File: src/hdl/drru_ram.sv
`default_nettype none
module drru_ram #(
	parameter int WIDTH = 64,
	parameter int DEPTH = 64
) (
	input  wire logic                     clk,
	input  wire logic                     we,
	input  wire logic [$clog2(DEPTH)-1:0] waddr,
	input  wire logic [WIDTH-1:0]         wdata,
	input  wire logic [$clog2(DEPTH)-1:0] raddr,
	output logic      [WIDTH-1:0]         rdata
);

	logic [WIDTH-1:0] mem [DEPTH];

	always_ff @(posedge clk) begin
		if (we) begin
			mem[waddr] <= wdata;
		end
		rdata <= mem[raddr];
	end

endmodule
`default_nettype wire

File: config.mk
export PLATFORM = sky130hd
export DESIGN_NAME = drru_ram
export DESIGN_NICKNAME = d
export VERILOG_FILES = /design/src/hdl/drru_ram.sv
export SDC_FILE = /design/constraint.sdc
export NUM_CORES = 2
export LEC_CHECK = 0
export BUFFER_PORTS_ARGS = -buffer_cell sky130_fd_sc_hd__buf_4
export CORE_MARGIN = 1.5
export CORE_UTILIZATION = 46
export DETAILED_ROUTE_END_ITERATION = 16
export SLEW_MARGIN = 20
export SYNTH_ARGS = -nofsm -noshare
export SYNTH_HDL_FRONTEND = slang
export SYNTH_SLANG_ARGS = --single-unit
File: constraint.sdc
create_clock -name clk -period 11.3 [get_ports clk]
set_clock_uncertainty 0.15 [all_clocks]
set_input_delay 1.13 -clock clk [delete_from_list [all_inputs] [get_ports clk]]
set_output_delay 1.13 -clock clk [all_outputs]
set_load 0.05 [all_outputs]
Word level (Yosys, flattened, before mapping)
Memory sizes are Yosys's and may differ from the RTL's. A register that Yosys moved wholly into a read port is not among the register bits.
Cells that the tools add are included.
W data, S select, Z words.
{"block": "op_classes", "muxes": 2}
{"op": "$mux W1", "n": 2}
{"block": "totals", "memories": 1, "mem_bits_rw": 4096, "out_inout_bits": 64, "ff_bits": 0}
{"memory": "mem", "depth": 64, "width": 64, "rd": 1, "rd_clocked_by_memory_dff": 1, "write_ports": 1, "line": "14", "rtl": "logic [WIDTH-1:0] mem [DEPTH];"}

Depth between registers and ports, before layout
{"block": "logic_depth", "word_depth": 2, "ltp_mapped": 9, "depth_no_buf": 5}

Least setup slack after synthesis
OpenSTA, ideal clock, no wires.
{"block": "synth_path", "path_kind": "input-to-reg", "startpoint": "input port waddr[3]", "endpoint": "memory mem[48][0], enable pin", "required_ps": 10586, "path_stages": 4, "setup_time_ps": 564, "setup_slack_ps": 4584, "path_buffers": 1, "arrival_time_ps": 6002, "cell_sequence": "clkbuf_1 > nor2b_1 > nand4b_1 > nor3_1"}
{"element": "from (decl)", "line": "8", "rtl": "input wire logic [$clog2(DEPTH)-1:0] waddr,"}
{"element": "to (decl)", "line": "14"}
No word-level cell before the write port.

==> flow_metrics.py <==
metrics = {
    "sta": {
        "finalHoldViolCount": 0,
        "tightest_slew_ns": 1.15,
        "finalSetupViolations": 0,
        "relSlewSlack_pct": 23.0,
        "slew_viol_final": 0,
        "setup_tns_ns": 0,
        "clock.fmax_ghz": 0.219,
        "rsz0062_at_grt": "false",
        "min_period_ns": 4.57,
        "period_share_pct": 40.5,
    },
    "worst_setup_path": {
        "path_common_cell": "buf_4",
        "reg2reg_from": "mem[36][13]$_DFFE_PP_",
        "path_cells": "buf_16, buf_12, buf_4, buf_4, mux4_2, mux2i_1, nand2_1, a31oi_1, a211oi_1",
        "critical_path.slowest_cell": "buf_4",
        "path_class": "primary input to flop",
        "required_ns": 11.97,
        "slowest_delay_ns": 0.72,
        "ff2ff_path_depth": 4,
        "arrival_ns": 5.24,
        "crit_fanout": 84,
        "r2r_end": "rdata[13]$_DFF_P_",
        "endpoint_kind": "flop",
        "path_buf_inv": 4,
        "ff2ff_setup_slack_ns": 9.08,
        "critPathTopFamily": "buffers and inverters",
        "startpoint_type": "primary input",
    },
    "logic_synthesis": {
        "synth.yosys.warnings": 0,
        "netlist_area_um2": 156000,
        "yosys.cell_types.count": 33,
        "yosysMostFrequentCell": "edfxtp_1",
        "synthDominantCellAreaShare_pct": 78.7,
        "ys_seq_area_share_pct": 79.5,
        "synth.top_cells.by_area": "edfxtp_1 (79%), mux4_2 (15%), mux2i_1 (0.86%), dfxtp_1 (0.82%), a22oi_1 (0.81%)",
        "ys_ff_latch": 4160,
        "synth_nets": 6676,
        "ys.flop_type": "edfxtp_1",
        "synthTopCellsByCount": "edfxtp_1 (4096), mux4_2 (1024), buf_2 (170)",
        "synthCells": 6598,
        "synth_top_cell_by_area": "edfxtp_1",
        "synth-edff-count": 4096,
        "synthArstFlopShare_pct": 0,
        "syn_avg_cell_area_um2": 23.7,
    },
    "power": {
        "switching_share_pct": 21.6,
        "clockPowerShare_pct": 42.0,
        "combPwrFrac_pct": 4.9,
        "peakVddDrop_mv": 0.171,
        "p_switching_mw": 6.97,
        "power_frac_seq_pct": 53.2,
        "power_leakage_nw": 55.1,
        "p_int_mw": 25.3,
        "power_density_nw_per_um2": 182,
    },
    "global_routing": {
        "grt_util_all_layers_pct": 26.1,
        "grt_pass1_wl_um": 621000,
        "grt_pass1_vias": 76600,
        "grt_max_degree": 122,
        "grt_overflow": 0,
        "antenna_found_initial": 29,
    },
    "placement": {
        "routabilityCongestion": 0.777,
        "dp.final_hpwl_um": 237000,
        "numPortBuffers": 141,
    },
    "cts": {
        "numCtsBuffers": 414,
        "cts_tree": "yes",
        "clk_pin_slew_ns": 0.06,
        "post_cts_buffers": 0,
        "cts.sinks": 4160,
        "cts_repair_resize_count": 0,
        "ctsHoldBuffers": 0,
        "cts-root-to-sink-buffers": 4,
        "h-tree-depth": 5,
        "clock_tree.root_cell": "clkbuf_16",
        "clock_latency_ns": 0.96,
    },
    "layout": {
        "n_fill_cell": 25800,
        "post-route-util_pct": 52.5,
        "drive_above_1_share_pct": 28.5,
        "final_nets": 7093,
        "syn2layout_area_growth_pct": 13.3,
        "multi_input_area_um2": 30800,
        "register_area_um2": 124000,
    },
    "route": {
        "drt-initial-drc-count": 10200,
        "drc": 0,
        "highest_layer": "met5",
        "ant_nets": 0,
        "first_pass_iters": 5,
        "vias_per_cell": 6.43,
        "vias": 76500,
        "dr_wl_met3_um": 39400,
        "wire_per_inst_um": 37.7,
        "wl_met1_um": 182000,
        "dr_wl_met2_um": 215000,
        "drt_wl_total_um": 448000,
    },
    "run": {
        "maxCapViolations": 0,
    },
    "die": {
        "coreArea_um2": 337000,
        "io_pins": 142,
        "fp.dieH_um": 586,
        "initial_utilization_pct": 46.3,
        "die_x_um": 586,
        "die_area_um2": 343000,
        "num_rows": 213,
    },
    "min_path": {
        "min_from": "wdata[25]",
        "hold_class": "primary input to flop",
        "min_to": "mem[6][25]$_DFFE_PP_",
        "hold_path_depth": 1,
    },
    "outcome": {
        "status": "completed",
    },
}
-- state kept, by name (all words and copies together), names as in the netlist --
signal and flops:
mem 4096, rdata 64
-- cell type report --
cell class | instances | area share, %
sequential | 4160 | 70.1
antenna | 13 | 0.0184
timing repair buffer | 371 | 1.71
clock buffer | 564 | 6.44
inverter | 19 | 0.0403
clock inverter | 203 | 1.09
multi-input combinational | 2049 | 17.4
tap | 4515 | 3.19
-- kinds of logic (layout without fill, tap and decap cells) --
kind of cell	Yosys count	after routing	synth area share, %
AOI/OAI and AO/OA	504	504	2.48
buffers and inverters	389	1157	1.18
DFF	4160	4160	79.5
muxes	1159	1159	15.6
other	0	13	0
and+or+nand+nor	386	386	1.24
-- per-layer routing --
| layer | up-vias | GRT usage (%) |
|---|---|---|
| li1 | 29400 | - |
| met1 | 42500 | 37.7 |
| met2 | 3913 | 41.6 |
| met3 | 664 | 4.68 |
| met4 | 12 | 6.71 |
| met5 | - | 0.350 |
-- stage by stage --
stage	power [mW]	hold WS [ns]	instances	area (um^2)	worst slack, ns
floorplan	18.4	0.638	6598	156000	4.58
global placement	19.0	0.669	11100	164000	5.69
detailed placement	19.1	0.687	11100	164000	5.72
CTS	32.5	0.458	11900	177000	6.76
global route	33.1	0.534	11900	177000	6.34
finish	32.3	0.523	11900	177000	6.73
-- power groups by stage --
stage               clock network (mW)  registers (mW)  logic (mW)
floorplan                            0            17.6       0.796
finish                            13.6            17.2        1.57
detailed placement                   0            17.5        1.58
global placement                     0            17.5        1.55
CTS                               13.7            17.2        1.58
global route                      14.3            17.2        1.65
-- cell usage in the layout (no fill, tap or decap), types with 24 or more instances in the layout --
| cell type | netlist | routed |
|---|---|---|
| clkbuf_16 | 0 | 421 |
| mux2i_1 | 135 | 135 |
| a41oi_1 | 26 | 26 |
| a22oi_1 | 168 | 168 |
| dfxtp_1 | 64 | 64 |
| nor2b_1 | 28 | 24 |
| clkinv_1 | 0 | 58 |
| nand3_1 | 45 | 45 |
| nand2_1 | 58 | 55 |
| a211oi_1 | 63 | 63 |
| mux4_2 | 1024 | 1024 |
| clkbuf_1 | 140 | 110 |
| nor2_4 | 0 | 65 |
| clkinv_2 | 0 | 82 |
| or3_1 | 29 | 29 |
| clkbuf_8 | 0 | 33 |
| or2_2 | 28 | 28 |
| bufinv_16 | 0 | 27 |
| nor2_1 | 112 | 47 |
| a22o_1 | 88 | 88 |
| o22ai_1 | 83 | 83 |
| and3_1 | 64 | 64 |
| buf_4 | 34 | 352 |
| o221ai_1 | 38 | 38 |
| edfxtp_1 | 4096 | 4096 |
-- how the worst max path moves through the flow --
stage	slack [ns]	end	depth (start not counted)	start
after floorplan	4.58	mem[48][0]$_DFFE_PP_	4	waddr[3]
after global placement	5.69	rdata[38]$_DFF_P_	9	raddr[0]
after detailed placement	5.72	rdata[38]$_DFF_P_	9	raddr[0]
after CTS	6.76	rdata[38]$_DFF_P_	9	raddr[0]
after global routing	6.34	rdata[38]$_DFF_P_	9	raddr[0]
final	6.73	rdata[38]$_DFF_P_	9	raddr[0]
(Power assumes the default switching activity.)
